===== src/sv/acp_pkg.sv =====
// ---------------------------------------------------------------------------
// acp_pkg
// Shared constants, types and keyword table of the AT command line parser.
// ---------------------------------------------------------------------------
package acp_pkg;

  // line store geometry
  localparam int LINE_DEPTH = 256;
  localparam int AW         = $clog2(LINE_DEPTH);
  localparam int NAME_LIMIT = 32;
  localparam int NW         = $clog2(NAME_LIMIT);

  // payload widths
  localparam int BW  = 8;
  localparam int SW  = 2;
  localparam int KW  = 2;
  localparam int CW  = 4;
  localparam int LW  = 8;

  // characters
  localparam logic [BW-1:0] CH_UA    = 8'h41;
  localparam logic [BW-1:0] CH_LA    = 8'h61;
  localparam logic [BW-1:0] CH_UT    = 8'h54;
  localparam logic [BW-1:0] CH_LT    = 8'h74;
  localparam logic [BW-1:0] CH_LZ    = 8'h7a;
  localparam logic [BW-1:0] CH_CR    = 8'h0d;
  localparam logic [BW-1:0] CH_BS    = 8'h08;
  localparam logic [BW-1:0] CH_PLUS  = 8'h2b;
  localparam logic [BW-1:0] CH_EQ    = 8'h3d;
  localparam logic [BW-1:0] CH_QMARK = 8'h3f;
  localparam logic [BW-1:0] CASE_OFS = 8'h20;

  // line status codes
  localparam logic [SW-1:0] ST_EMPTY    = 2'd0;
  localparam logic [SW-1:0] ST_FOUND    = 2'd1;
  localparam logic [SW-1:0] ST_UNKNOWN  = 2'd2;
  localparam logic [SW-1:0] ST_OVERFLOW = 2'd3;

  // command kinds
  localparam logic [KW-1:0] KIND_TEST  = 2'd0;
  localparam logic [KW-1:0] KIND_READ  = 2'd1;
  localparam logic [KW-1:0] KIND_WRITE = 2'd2;
  localparam logic [KW-1:0] KIND_EXEC  = 2'd3;

  // keyword table, text right-justified in each entry
  localparam int NUM_KEYS = 14;
  localparam int KEY_MAX  = 16;
  localparam logic [KEY_MAX*8-1:0] KEY_TEXT [NUM_KEYS] = '{
    "TIME", "LOCALIP", "SAVESETTINGS", "SERVERHOST", "SERVERPORT",
    "SERVERURI", "CHARGEPOINTID", "RECONNECT", "CHARGEPOINTSTATE",
    "LOCALLISTSHOW", "LOCALLISTADD", "LOCALLISTDELETE", "LOCALLISTCLEAR",
    "LOCALLISTSAVE"
  };
  localparam int KEY_LEN [NUM_KEYS] = '{4, 7, 12, 10, 10, 9, 13, 9, 16, 13, 12, 15, 14, 13};

  // write port of the line store
  typedef struct packed {
    logic          en;
    logic [AW-1:0] addr;
    logic [BW-1:0] data;
  } store_wr_t;

  // control of the keyword matcher
  typedef struct packed {
    logic clear;
    logic step;
  } match_ctl_t;

  // upper-case a..z only
  function automatic logic [BW-1:0] to_upper(input logic [BW-1:0] c);
    logic [BW-1:0] r;
    r = c;
    if (c >= CH_LA && c <= CH_LZ) begin
      r = c - CASE_OFS;
    end
    return r;
  endfunction

  // character i of keyword k, zero past its end
  function automatic logic [BW-1:0] key_char(input int k, input int i);
    logic [BW-1:0] r;
    r = '0;
    if (i < KEY_LEN[k]) begin
      r = KEY_TEXT[k][(KEY_LEN[k]-1-i)*8 +: 8];
    end
    return r;
  endfunction

endpackage


===== src/sv/acp_intf.sv =====
// ---------------------------------------------------------------------------
// acp_in_if / acp_out_if
// Valid/ready channels of the AT command line parser.
// ---------------------------------------------------------------------------
interface acp_in_if;
  logic       valid;
  logic       ready;
  logic [7:0] rx_byte;

  modport source (output valid, output rx_byte, input ready);
  modport sink   (input valid, input rx_byte, output ready);
endinterface

interface acp_out_if;
  logic       valid;
  logic       ready;
  logic [1:0] line_status;
  logic [1:0] command_kind;
  logic [3:0] command_code;
  logic [7:0] arg_offset;
  logic [7:0] line_length;

  modport source (output valid, output line_status, output command_kind,
                  output command_code, output arg_offset, output line_length,
                  input ready);
  modport sink   (input valid, input line_status, input command_kind,
                  input command_code, input arg_offset, input line_length,
                  output ready);
endinterface


===== src/sv/acp_line_store.sv =====
// ---------------------------------------------------------------------------
// acp_line_store
// Single write, single read line memory with registered read data.
// ---------------------------------------------------------------------------
module acp_line_store import acp_pkg::*; (
  input  logic          clk_i,
  input  store_wr_t     wr_i,
  input  logic          rd_en_i,
  input  logic [AW-1:0] rd_addr_i,
  output logic [BW-1:0] rd_data_o
);

  logic [BW-1:0] mem_q [LINE_DEPTH];
  logic [BW-1:0] rd_data_q;

  // write port
  always_ff @(posedge clk_i) begin
    if (wr_i.en) begin
      mem_q[wr_i.addr] <= wr_i.data;
    end
  end

  // read port
  always_ff @(posedge clk_i) begin
    if (rd_en_i) begin
      rd_data_q <= mem_q[rd_addr_i];
    end
  end

  assign rd_data_o = rd_data_q;

endmodule


===== src/sv/acp_key_match.sv =====
// ---------------------------------------------------------------------------
// acp_key_match
// Keyword matcher: one name character per step against all keywords.
// ---------------------------------------------------------------------------
module acp_key_match import acp_pkg::*; (
  input  logic          clk_i,
  input  logic          rst_ni,
  input  match_ctl_t    ctl_i,
  input  logic [NW-1:0] idx_i,
  input  logic [BW-1:0] ch_i,
  input  logic [NW-1:0] name_len_i,
  output logic [CW-1:0] code_o
);

  logic [NUM_KEYS-1:0] alive_q, alive_d;
  logic [BW-1:0]       up_ch;

  assign up_ch = to_upper(ch_i);

  // drop keywords that differ at this position
  always_comb begin
    alive_d = alive_q;
    if (ctl_i.clear) begin
      alive_d = '1;
    end else if (ctl_i.step) begin
      for (int k = 0; k < NUM_KEYS; k++) begin
        if (int'(idx_i) >= KEY_LEN[k] || up_ch != key_char(k, int'(idx_i))) begin
          alive_d[k] = 1'b0;
        end
      end
    end
  end

  always_ff @(posedge clk_i or negedge rst_ni) begin
    if (!rst_ni) begin
      alive_q <= '1;
    end else begin
      alive_q <= alive_d;
    end
  end

  // lowest surviving keyword of matching length
  always_comb begin
    code_o = '0;
    for (int k = NUM_KEYS - 1; k >= 0; k--) begin
      if (alive_q[k] && KEY_LEN[k] == int'(name_len_i)) begin
        code_o = CW'(k + 1);
      end
    end
  end

endmodule


===== src/sv/at_command_line_parser.sv =====
// ---------------------------------------------------------------------------
// at_command_line_parser
// Frames AT command lines from received bytes and recognises the command.
// ---------------------------------------------------------------------------
// channel | dir | payload                                           | role
// rx_i    | in  | rx_byte                                           | received bytes
// res_o   | out | line_status command_kind command_code arg_offset  | one per line end
//         |     | line_length                                       | or overflow
//
// A byte is taken in idle; an overflowing byte also passes through emit. A
// carriage return on a non-empty line starts a delimiter pass over the
// stored bytes, then a keyword pass over the name (skipped if the line is
// already unknown), then emit; an empty line goes straight to emit. Reset
// sets the phase to waiting for A and the count to 0; the store is never
// read past the count, so it needs no clearing. A stalled result holds the
// block in its emit step until the output register frees.
// ---------------------------------------------------------------------------
module at_command_line_parser import acp_pkg::*; (
  input  logic      clk_i,
  input  logic      rst_ni,
  acp_in_if.sink    rx_i,
  acp_out_if.source res_o
);

  typedef enum logic [3:0] {
    S_IDLE = 4'b0001,
    S_SCAN = 4'b0010,
    S_NAME = 4'b0100,
    S_EMIT = 4'b1000
  } state_e;

  typedef enum logic [2:0] {
    PH_WAIT_A = 3'b001,
    PH_WAIT_T = 3'b010,
    PH_LINE   = 3'b100
  } phase_e;

  typedef struct packed {
    logic [SW-1:0] status;
    logic [KW-1:0] kind;
    logic [CW-1:0] code;
    logic [LW-1:0] arg;
    logic [LW-1:0] len;
  } res_t;

  state_e        state_q, state_d;
  phase_e        phase_q, phase_d;
  logic [AW-1:0] count_q, count_d;
  res_t          pend_q, pend_d;
  res_t          res_q, res_d;
  logic          out_valid_q, out_valid_d;

  logic [AW-1:0] len_q, len_d;
  logic [AW-1:0] rd_idx_q, rd_idx_d;
  logic          rd_pend_q, rd_pend_d;
  logic [AW-1:0] rd_pos_q, rd_pos_d;
  logic          prev_eq_q, prev_eq_d;
  logic          plus_ok_q, plus_ok_d;
  logic          fnd_t_q, fnd_t_d, fnd_r_q, fnd_r_d, fnd_w_q, fnd_w_d;
  logic [AW-1:0] pos_t_q, pos_t_d, pos_r_q, pos_r_d, pos_w_q, pos_w_d;
  logic [KW-1:0] kind_q, kind_d;
  logic [AW-1:0] arg_q, arg_d;
  logic [NW-1:0] name_len_q, name_len_d;

  logic          rx_acc;
  logic [BW-1:0] c;
  logic [AW-1:0] rd_lim;
  logic          rd_issue;
  logic          pass_done;
  logic [BW-1:0] rd_data;
  store_wr_t     wr;
  match_ctl_t    mctl;
  logic [CW-1:0] code;

  logic [KW-1:0] sel_kind;
  logic [AW-1:0] sel_pos, sel_arg, sel_name;
  res_t          unknown_res;

  assign rx_acc   = rx_i.valid && rx_i.ready;
  assign c        = rx_i.rx_byte;
  assign rx_i.ready = (state_q == S_IDLE);

  // read sequencing shared by both passes
  assign rd_lim    = (state_q == S_SCAN) ? len_q : (AW'(name_len_q) + AW'(1));
  assign rd_issue  = (state_q == S_SCAN || state_q == S_NAME) && (rd_idx_q < rd_lim);
  assign pass_done = !rd_pend_q && (rd_idx_q == rd_lim);

  // pick the command type from the delimiter search
  always_comb begin
    if (fnd_t_q) begin
      sel_kind = KIND_TEST;
      sel_pos  = pos_t_q;
      sel_arg  = pos_t_q + AW'(2);
    end else if (fnd_r_q) begin
      sel_kind = KIND_READ;
      sel_pos  = pos_r_q;
      sel_arg  = pos_r_q + AW'(1);
    end else if (fnd_w_q) begin
      sel_kind = KIND_WRITE;
      sel_pos  = pos_w_q;
      sel_arg  = pos_w_q + AW'(1);
    end else begin
      sel_kind = KIND_EXEC;
      sel_pos  = len_q;
      sel_arg  = len_q;
    end
    sel_name = sel_pos - AW'(1);
  end

  assign unknown_res = '{status: ST_UNKNOWN, kind: '0, code: '0, arg: '0, len: LW'(len_q)};

  // sequencer
  always_comb begin
    state_d    = state_q;
    phase_d    = phase_q;
    count_d    = count_q;
    pend_d     = pend_q;
    len_d      = len_q;
    rd_idx_d   = rd_idx_q;
    rd_pend_d  = rd_issue;
    rd_pos_d   = rd_idx_q;
    prev_eq_d  = prev_eq_q;
    plus_ok_d  = plus_ok_q;
    fnd_t_d    = fnd_t_q;
    fnd_r_d    = fnd_r_q;
    fnd_w_d    = fnd_w_q;
    pos_t_d    = pos_t_q;
    pos_r_d    = pos_r_q;
    pos_w_d    = pos_w_q;
    kind_d     = kind_q;
    arg_d      = arg_q;
    name_len_d = name_len_q;
    wr         = '{en: 1'b0, addr: count_q, data: c};
    mctl       = '{clear: 1'b0, step: 1'b0};

    if (rd_issue) begin
      rd_idx_d = rd_idx_q + AW'(1);
    end

    unique case (state_q)
      S_IDLE: begin
        if (rx_acc) begin
          unique case (phase_q)
            PH_WAIT_T: begin
              phase_d = (c == CH_UT || c == CH_LT) ? PH_LINE : PH_WAIT_A;
            end
            PH_LINE: begin
              if (c == CH_CR) begin
                phase_d   = PH_WAIT_A;
                count_d   = '0;
                len_d     = count_q;
                rd_idx_d  = '0;
                prev_eq_d = 1'b0;
                plus_ok_d = 1'b0;
                fnd_t_d   = 1'b0;
                fnd_r_d   = 1'b0;
                fnd_w_d   = 1'b0;
                if (count_q == '0) begin
                  pend_d  = '{status: ST_EMPTY, kind: '0, code: '0, arg: '0, len: '0};
                  state_d = S_EMIT;
                end else begin
                  state_d = S_SCAN;
                end
              end else if (c == CH_BS) begin
                if (count_q != '0) begin
                  count_d = count_q - AW'(1);
                end else begin
                  phase_d = PH_WAIT_T;
                end
              end else if (count_q != AW'(LINE_DEPTH - 1)) begin
                wr.en   = 1'b1;
                count_d = count_q + AW'(1);
              end else begin
                pend_d  = '{status: ST_OVERFLOW, kind: '0, code: '0, arg: '0,
                            len: LW'(count_q)};
                count_d = '0;
                phase_d = PH_WAIT_A;
                state_d = S_EMIT;
              end
            end
            default: begin
              if (c == CH_UA || c == CH_LA) begin
                phase_d = PH_WAIT_T;
              end
            end
          endcase
        end
      end

      S_SCAN: begin
        // delimiter search, one stored byte per cycle
        if (rd_pend_q) begin
          if (rd_pos_q == '0) begin
            plus_ok_d = (rd_data == CH_PLUS);
          end
          if (!fnd_t_q && prev_eq_q && rd_data == CH_QMARK) begin
            fnd_t_d = 1'b1;
            pos_t_d = rd_pos_q - AW'(1);
          end
          if (!fnd_r_q && rd_data == CH_QMARK) begin
            fnd_r_d = 1'b1;
            pos_r_d = rd_pos_q;
          end
          if (!fnd_w_q && rd_data == CH_EQ) begin
            fnd_w_d = 1'b1;
            pos_w_d = rd_pos_q;
          end
          prev_eq_d = (rd_data == CH_EQ);
        end
        if (pass_done) begin
          kind_d     = sel_kind;
          arg_d      = sel_arg;
          name_len_d = NW'(sel_name);
          if (!plus_ok_q || int'(sel_name) >= NAME_LIMIT) begin
            pend_d  = unknown_res;
            state_d = S_EMIT;
          end else begin
            rd_idx_d   = AW'(1);
            mctl.clear = 1'b1;
            state_d    = S_NAME;
          end
        end
      end

      S_NAME: begin
        // keyword compare, one name byte per cycle
        mctl.step = rd_pend_q;
        if (pass_done) begin
          if (code == '0) begin
            pend_d = unknown_res;
          end else begin
            pend_d = '{status: ST_FOUND, kind: kind_q, code: code, arg: LW'(arg_q),
                       len: LW'(len_q)};
          end
          state_d = S_EMIT;
        end
      end

      S_EMIT: begin
        if (!out_valid_q || res_o.ready) begin
          state_d = S_IDLE;
        end
      end

      default: begin
        state_d = S_IDLE;
      end
    endcase
  end

  // output register
  always_comb begin
    res_d       = res_q;
    out_valid_d = out_valid_q && !res_o.ready;
    if (state_q == S_EMIT && (!out_valid_q || res_o.ready)) begin
      res_d       = pend_q;
      out_valid_d = 1'b1;
    end
  end

  // control state
  always_ff @(posedge clk_i or negedge rst_ni) begin
    if (!rst_ni) begin
      state_q     <= S_IDLE;
      phase_q     <= PH_WAIT_A;
      count_q     <= '0;
      out_valid_q <= 1'b0;
      rd_pend_q   <= 1'b0;
    end else begin
      state_q     <= state_d;
      phase_q     <= phase_d;
      count_q     <= count_d;
      out_valid_q <= out_valid_d;
      rd_pend_q   <= rd_pend_d;
    end
  end

  // scan and payload registers
  always_ff @(posedge clk_i) begin
    pend_q     <= pend_d;
    res_q      <= res_d;
    len_q      <= len_d;
    rd_idx_q   <= rd_idx_d;
    rd_pos_q   <= rd_pos_d;
    prev_eq_q  <= prev_eq_d;
    plus_ok_q  <= plus_ok_d;
    fnd_t_q    <= fnd_t_d;
    fnd_r_q    <= fnd_r_d;
    fnd_w_q    <= fnd_w_d;
    pos_t_q    <= pos_t_d;
    pos_r_q    <= pos_r_d;
    pos_w_q    <= pos_w_d;
    kind_q     <= kind_d;
    arg_q      <= arg_d;
    name_len_q <= name_len_d;
  end

  acp_line_store u_store (
    .clk_i     (clk_i),
    .wr_i      (wr),
    .rd_en_i   (rd_issue),
    .rd_addr_i (rd_idx_q),
    .rd_data_o (rd_data)
  );

  acp_key_match u_match (
    .clk_i      (clk_i),
    .rst_ni     (rst_ni),
    .ctl_i      (mctl),
    .idx_i      (NW'(rd_pos_q - AW'(1))),
    .ch_i       (rd_data),
    .name_len_i (name_len_q),
    .code_o     (code)
  );

  // result channel
  assign res_o.valid        = out_valid_q;
  assign res_o.line_status  = res_q.status;
  assign res_o.command_kind = res_q.kind;
  assign res_o.command_code = res_q.code;
  assign res_o.arg_offset   = res_q.arg;
  assign res_o.line_length  = res_q.len;

endmodule


===== src/flat_wrapper.sv =====
// flat-port wrapper written by rule: the top's interface ports become plain ports
module at_command_line_parser_flat import acp_pkg::*;
  (clk_i, rst_ni, rx_i_valid, rx_i_rx_byte, rx_i_ready, res_o_valid, res_o_line_status, res_o_command_kind, res_o_command_code, res_o_arg_offset, res_o_line_length, res_o_ready);
  acp_in_if rx_i_i ();
  acp_out_if res_o_i ();
  input  logic clk_i;
  input  logic rst_ni;
  input wire logic [$bits(rx_i_i.valid)-1:0] rx_i_valid;
  input wire logic [$bits(rx_i_i.rx_byte)-1:0] rx_i_rx_byte;
  output wire logic [$bits(rx_i_i.ready)-1:0] rx_i_ready;
  output wire logic [$bits(res_o_i.valid)-1:0] res_o_valid;
  output wire logic [$bits(res_o_i.line_status)-1:0] res_o_line_status;
  output wire logic [$bits(res_o_i.command_kind)-1:0] res_o_command_kind;
  output wire logic [$bits(res_o_i.command_code)-1:0] res_o_command_code;
  output wire logic [$bits(res_o_i.arg_offset)-1:0] res_o_arg_offset;
  output wire logic [$bits(res_o_i.line_length)-1:0] res_o_line_length;
  input wire logic [$bits(res_o_i.ready)-1:0] res_o_ready;
  assign rx_i_i.valid = rx_i_valid;
  assign rx_i_i.rx_byte = rx_i_rx_byte;
  assign rx_i_ready = rx_i_i.ready;
  assign res_o_valid = res_o_i.valid;
  assign res_o_line_status = res_o_i.line_status;
  assign res_o_command_kind = res_o_i.command_kind;
  assign res_o_command_code = res_o_i.command_code;
  assign res_o_arg_offset = res_o_i.arg_offset;
  assign res_o_line_length = res_o_i.line_length;
  assign res_o_i.ready = res_o_ready;
  at_command_line_parser u_core (.clk_i(clk_i), .rst_ni(rst_ni), .rx_i(rx_i_i), .res_o(res_o_i));
endmodule

===== config.mk =====
export PLATFORM = sky130hd
export DESIGN_NAME = at_command_line_parser_flat
export DESIGN_NICKNAME = d
export VERILOG_FILES = /design/src/sv/acp_pkg.sv /design/src/sv/acp_intf.sv /design/src/sv/acp_line_store.sv /design/src/sv/acp_key_match.sv /design/src/sv/at_command_line_parser.sv /design/src/flat_wrapper.sv
export SDC_FILE = /design/constraint.sdc
export NUM_CORES = 2
export LEC_CHECK = 0
export ABC_AREA = 1
export BUFFER_PORTS_ARGS = -buffer_cell sky130_fd_sc_hd__buf_2
export CAP_MARGIN = 20
export CORE_MARGIN = 2
export CORE_UTILIZATION = 50
export DETAILED_ROUTE_END_ITERATION = 12
export PLACE_DENSITY_LB_ADDON = 0.3
export SYNTH_ARGS = -nofsm -noshare
export SYNTH_HDL_FRONTEND = slang
export SYNTH_SLANG_ARGS = --single-unit

===== constraint.sdc =====
create_clock -name clk_i -period 8.45 [get_ports clk_i]
set_clock_uncertainty 0.15 [all_clocks]
set_input_delay 0.4225 -clock clk_i [delete_from_list [all_inputs] [get_ports clk_i]]
set_output_delay 0.4225 -clock clk_i [all_outputs]
set_load 0.03 [all_outputs]

## After elaboration in Yosys (flattened, before gate mapping)

Memories as Yosys holds them, arrays and structs flattened. A register that Yosys moved wholly into a read port is not among the register bits.
Index checks and enable logic that the tools add are counted.

| cells by class | value |
|---|---|
| add/sub/neg operators | 19 |
| multiply operators | 0 |
| divide/modulo/power cells | 0 |
| $lt $le $gt $ge | 22 |
| eq/ne operators | 58 |
| shifts and indexed selects | 14 |
| multiplexer cells | 152 |
| bitwise gates (word level) | 0 |
| reductions and logical operators | 101 |

Operator list:

| operator | number |
|---|---|
| indexed part select 128 x 9 -> 8 bit, first input constant | 14 |
| 2-to-1 mux 8 bit | 60 |
| 2-to-1 mux 24 bit | 10 |
| != test 8 bit | 14 |
| 2-to-1 mux 4 bit | 24 |
| case mux 24 bit (3 select lines) | 1 |
| subtractor 4 x 5 -> 6 bit, first input constant | 7 |
| 2-to-1 mux 1 bit | 41 |
| equality test 5 bit, first input constant | 7 |
| adder 8 x 1 -> 8 bit, second input constant | 4 |
| equality test 8 x 7 -> 1 bit, second input constant | 4 |
| nonzero test 2 bit | 16 |
| >= comparator 5 x 4 -> 1 bit, second input constant | 6 |
| less-than comparator 5 x 4 -> 1 bit, second input constant | 6 |
| AND reduction 2 bit | 15 |
| 2-to-1 mux 14 bit | 2 |
| equality test 8 x 6 -> 1 bit, second input constant | 3 |
| logical AND 1 bit | 24 |
| AND reduction 6 bit | 4 |
| subtractor 8 x 1 -> 8 bit, second input constant | 3 |
| logical OR 1 bit | 19 |
| 2-to-1 mux 3 bit | 6 |
| equality test 8 x 4 -> 1 bit, second input constant | 2 |
| zero test 8 bit | 2 |
| other kinds (42) | 72 |

| word-level totals | value |
|---|---|
| register bits | 147 |
| bits in latches | 0 |
| memory bits (writable) | 2048 |
| ROM bits | 0 |
| input port bits | 12 |
| output and inout bits | 26 |
| logic and storage cells | 411 |
| memories kept | 1 |

Memories:

| memory | words | bits a word | read ports | clocked after memory_dff | write ports | RTL line | source |
|---|---|---|---|---|---|---|---|
| u_core.u_store.mem_q | 256 | 8 | 1 | 1 | 1 | acp_line_store.sv:13 | `logic [BW-1:0] mem_q [LINE_DEPTH];` |

## Longest topological paths before layout

| logic depth | value |
|---|---|
| depth in word-level cells | 20 |
| depth in mapped cells | 25 |
| gate-level depth less buffers | 24 |

## By module

A second synthesis with hierarchy kept.

| unflattened totals | value |
|---|---|
| cells, all modules | 8596 |
| area, all modules | 94624.5 um^2 |

By module, submodules not included:

| module | instances | cells each | area each (um^2) | seq. area each (um^2) |
|---|---|---|---|---|
| acp_line_store | 1 | 7003 | 83476.3 | 61739.2 |
| at_command_line_parser | 1 | 696 | 6687.7 | 3751.1 |
| acp_key_match | 1 | 897 | 4460.5 | 367.9 |

## Worst setup path after synthesis

OpenSTA, ideal clock, no wires.

| path | value |
|---|---|
| path kind | reg-to-reg |
| start | register u_core.state_q[3] |
| end | register u_core.pend_q[0] (netlist name) (enable) |
| library setup time | 379 ps |
| data arrival time | 3139 ps |
| data required time | 7921 ps |
| path slack | 4782 ps |
| stages on the path, launching flop included | 16 |
| path buffers | 2 |
| clock period less this slack | 3668 ps |
| cell sequence | dfrtp_1 inv_1 nand2_1 nor3_1 clkbuf_1 clkbuf_1 nand2_1 ha_1 nand2_1 nor2_1 nand3_1 a221oi_1 inv_1 a21oi_1 nand3_1 inv_1 |

| on the way | value |
|---|---|
| longest elaborated chain between the ends | 6 |
| elaborated cells on any way between the ends | 17 |
| those cells by class | 12 x eq/ne; 1 x mux; 4 x reduce/logical |

Ends and longest elaborated chain:

| item | RTL line | source |
|---|---|---|
| from (decl) | at_command_line_parser.sv:46 | `state_e state_q, state_d;` |
| from (signal assigned) | at_command_line_parser.sv:270 | `state_q <= state_d;` |
| equality test 4 x 2 -> 1 bit | at_command_line_parser.sv:84, at_command_line_parser.sv:140 |  |
| 2-to-1 mux 8 bit | at_command_line_parser.sv:84 | `assign rd_lim = (state_q == S_SCAN) ? len_q : (AW'(name_len_q) + AW'(1));` |
| equality test 8 bit | at_command_line_parser.sv:86 | `assign pass_done = !rd_pend_q && (rd_idx_q == rd_lim);` |
| logical AND 1 bit | at_command_line_parser.sv:86 |  |
| != test 2 x 1 -> 1 bit (no source line) | - |  |
| AND reduction 9 bit (no source line) (*) | - |  |
| to (signal assigned) | at_command_line_parser.sv:280 | `pend_q <= pend_d;` |
| to (decl) | at_command_line_parser.sv:49 | `res_t pend_q, pend_d;` |

Mark *: on every way between the ends. The rest lies on a longest branch, timed or not.
A chain may end at the register's enable or synchronous reset.

## Worst setup path in the final report

| path | value |
|---|---|
| start | register u_core.rd_idx_q[0] |
| end | register u_core.u_store.rd_data_q[6], in the netlist u_core.u_store.rd_data_o[6] (read register of u_core.u_store.mem_q), data pin |

| on the way | value |
|---|---|
| longest elaborated chain between the ends | 2 |

Ends and longest elaborated chain:

| item | RTL line | source |
|---|---|---|
| from (decl) | at_command_line_parser.sv:54 | `logic [AW-1:0] rd_idx_q, rd_idx_d;` |
| from (signal assigned) | at_command_line_parser.sv:283 | `rd_idx_q <= rd_idx_d;` |
| less-than comparator 8 bit | at_command_line_parser.sv:85 | `assign rd_issue = (state_q == S_SCAN \|\| state_q == S_NAME) && (rd_idx_q < rd_lim);` |
| logical AND 1 bit | at_command_line_parser.sv:85 |  |
| to (decl) | acp_line_store.sv:14 | `logic [BW-1:0] rd_data_q;` |

Several ways; a longest one is shown, not always the timed one.

==> run_results.csv <==
group,metric,value,unit
outcome,status,"completed",
timing,post-route-period-util,57.72,%
worst_hold_path,hold_class,"in -> async",
placed_design,dp_hpwl,144.7,mm
logic_synthesis,synth_edf_count,2156,
clock_tree,clk_path_buf_depth,3,
route,wl_per_cell,24.64,µm
placed_design,gp_congestion,0.9336,
cells_and_area,final_cells,10470,
grt,gr-total-overflow,0,
placed_design,numPortBuffers,37,
critical_path,crit_type,"reg -> reg",
logic_synthesis,syn_area_per_cell,11.58,µm²
critical_path,slowest_stage,"buf_4",
clock_tree,post_cts_buffers,0,
logic_synthesis,synth_area_leaders,"edfxtp_1, o21ai_0, nor2_1, nand2_1, nand3_1",
floorplan,num_rows,157,
timing,slew_headroom,20.11,%
floorplan,dieArea,0.1884,mm²
critical_path,crit_top_cell,"nand3_1",
timing,clock.fmax,205.0,MHz
grt,grt_pass1_vias,60520,
cells_and_area,drive_above_1_share,7.062,%
floorplan,coreArea,0.1835,mm²
logic_synthesis,yosys.area.top_type,"edfxtp_1",
route,drt_wl_total,258.0,mm
route,avgViaCountPerCell,6.147,
route,drc,0,
timing,drv_slew,0,
critical_path,arrival,5.45,ns
floorplan,die_h,434.1,µm
clock_tree,cts_tree,"built",
clock_tree,numCtsBuffers,213,
route,num_vias,64370,
timing,rsz0062_at_grt,"false",
timing,hold_violations,0,
logic_synthesis,ys_warn_count,0,
placed_design,placedCellCount,10060,
clock_tree,clock-sinks,2203,
logic_synthesis,netlist.area_leader.share,70.01,%
grt,grt_pass1_wl,380.5,mm
logic_synthesis,syn-cell-area,0.09248,mm²
logic_synthesis,ys_ff_latch,2203,
timing,setup_violations,0,
run,max_cap_violations,0,
critical_path,worstReg2RegEnd,"u_core.u_store.rd_data_o[6]",
logic_synthesis,synth_ff_type,"edfxtp_1",
critical_path,r2r_slack,3.57,ns
logic_synthesis,synthMostInstantiatedCell,"edfxtp_1",
power,total_power,23640,µW
clock_tree,path_clk_slew,0.06,ns
clock_tree,cts_max_level,4,
grt,track_usage,26.94,%
logic_synthesis,synth_cells,7986,
power,power.leakage,0.03331,µW
route,detail-route-antenna-nets,0,
grt,grt_antenna_before_repair,10,
critical_path,required,9.02,ns
grt,grt_max_degree,215,
power,ir_drop,0.1921,mV
timing,finalWorstPathRequiredPeriod,4.877,ns
route,drtPass1Iterations,8,
critical_path,path_max_fanout,183,
critical_path,crit_path_start_kind,"register",
route,drtIter0Drc,9109,
logic_synthesis,synth_async_sr_flop_share,1.407,%
critical_path,end_kind,"register",
timing,whs,0.04114,ns
critical_path,slowest_delay,0.76,ns
cells_and_area,area_growth,10.00,%
clock_tree,clk_latency,0.84,ns
floorplan,ioPinCount,38,
power,power_density,232.4,mW/mm²
critical_path,cp_cell_sequence,"inv_16 -> buf_4 -> buf_4 -> o21ai_0 -> o22ai_1 -> nand2_1 -> nand3_1 -> nand3_1 -> nand3_1 -> nand3_1 -> a21oi_1 -> or2_1",
clock_tree,clockRootBuffer,"clkbuf_16",
floorplan,die_w,434.1,µm
critical_path,r2r_cells,12,
logic_synthesis,synth_common_cells,"edfxtp_1, nor2_1, o21ai_0",
cells_and_area,finalNetCount,7870,
critical_path,regToRegStartpoint,"u_core.rd_idx_q[0]",
timing,fin_tns_setup,0,ns
cells_and_area,fillerInstances,15010,
logic_synthesis,yosysUniqueCellTypes,59,
logic_synthesis,ys_seq_area_share,71.21,%
floorplan,start_util,50.40,%
timing,worst_pin_slew,1.194,ns
[placed cells by master, fill, tap and decap left out, drive strengths merged, types with 3 or more instances in the layout]
cell type / netlist / final
clkbuf: 395 / 265
o311ai: 3 / 3
clkinvlp: 0 / 6
inv: 194 / 206
o22ai: 521 / 521
ha: 37 / 37
clkinv: 3 / 94
nand2: 1022 / 1022
xor2: 23 / 23
bufinv: 0 / 20
o21ai: 1101 / 1101
nor2: 1459 / 1459
nor3: 32 / 32
conb: 1 / 8
a31oi: 6 / 6
dfstp: 16 / 16
dfxtp: 16 / 16
nand3: 673 / 673
nand4: 43 / 43
buf: 135 / 132
edfxtp: 2156 / 2156
diode: 0 / 7
a21oi: 78 / 78
dlygate4sd3: 0 / 11
dfrtp: 15 / 15
nand3b: 3 / 3
or2: 12 / 12
o31ai: 4 / 4
nor4: 5 / 5
o2111ai: 3 / 3
o211ai: 11 / 11
[report_power, final]
group	switching (µW)	internal, µW	leakage, µW
Sequential	60.8	12100	0.0199
Clock	4080	5330	0.00336
Combinational	1520	536	0.0101
[critical path: cells and delay by family, from the launching register on]
family	cells	cell delay, ns
buffers and inverters	3	1.83
AND/OR/NAND/NOR	6	1.28
AO/OA/AOI/OAI	3	0.60
flip-flops	1	0.58
[metrics by stage]
stage          area, µm²  setup slack (ns)  utilization (%)
5_1_grt           101700             3.530            55.44
3_5_place_dp       94700             3.731            51.61
3_3_place_gp       94690             3.758            51.61
4_1_cts           101700             3.761            55.43
2_1_floorplan      92510             4.782                -
6_report          101700             3.573            55.45
[worst max-delay path by stage]
stage	startpoint	end	cells past startpoint
2_1_floorplan	u_core.state_q[3]	u_core.pend_q[0]	15
3_3_place_gp	u_core.rd_idx_q[0]	u_core.u_store.rd_data_o[6]	11
3_5_place_dp	u_core.rd_idx_q[0]	u_core.u_store.rd_data_o[6]	11
4_1_cts	u_core.rd_idx_q[0]	u_core.u_store.rd_data_o[6]	11
5_1_grt	u_core.rd_idx_q[0]	u_core.u_store.rd_data_o[6]	12
6_report	u_core.rd_idx_q[0]	u_core.u_store.rd_data_o[6]	12
[registers in the layout, summed over array words and instances (netlist names), 3 cells and up]
register	count
u_core.state_q	4
u_core.u_store.mem_q	2048
u_core.name_len_q	5
u_core.res_o.arg_offset	8
u_core.pos_r_q	8
u_core.phase_q	3
u_core.res_o.line_length	8
u_core.u_store.rd_data_o	8
u_core.count_q	8
u_core.u_match.alive_q	14
u_core.rd_idx_q	8
u_core.rd_pos_q	8
u_core.len_q	8
u_core.pos_w_q	8
u_core.pend_q	24
u_core.res_o.command_code	4
u_core.pos_t_q	8
u_core.arg_q	8
[metal layers]
layer	global-route usage (%)	vias to the layer above	routed length, µm
li1	-	28570	-
met1	37.53	31270	101300
met4	10.52	2	9679
met2	41.50	3971	117300
met3	5.867	557	29610
met5	0	-	10
[final cells by class]
| cell class | count | area, µm² | share of cell area, % |
|---|---|---|---|
| flip-flops and latches | 2203 | 65880 | 64.76 |
| clock buffers | 265 | 5619 | 5.524 |
| diodes | 7 | 17.52 | 0.01722 |
| inverters | 197 | 775.7 | 0.7626 |
| multi-input cells | 5063 | 23820 | 23.41 |
| repair buffers | 143 | 1269 | 1.247 |
| clock inverters | 129 | 1272 | 1.251 |
| well taps | 2464 | 3083 | 3.031 |
[cells by family after synthesis]
family                   after synthesis  share of synthesized area (%)
other                                  1                       0.004055
buffers and inverters                727                          3.140
XOR/XNOR                              25                         0.2368
adder cells (fa/ha/maj)               37                         0.5006
AND/OR/NAND/NOR                     3253                          14.64
AO/OA/AOI/OAI                       1740                          10.26
flip-flops                          2203                          71.21
[what timing repair did]
action                     in CTS  in global routing
resized for setup               0                  0
hold buffers                   11                  0
hold endpoints to repair      346                  0
setup endpoints to repair       0                  0
(Power assumes the default switching activity.)
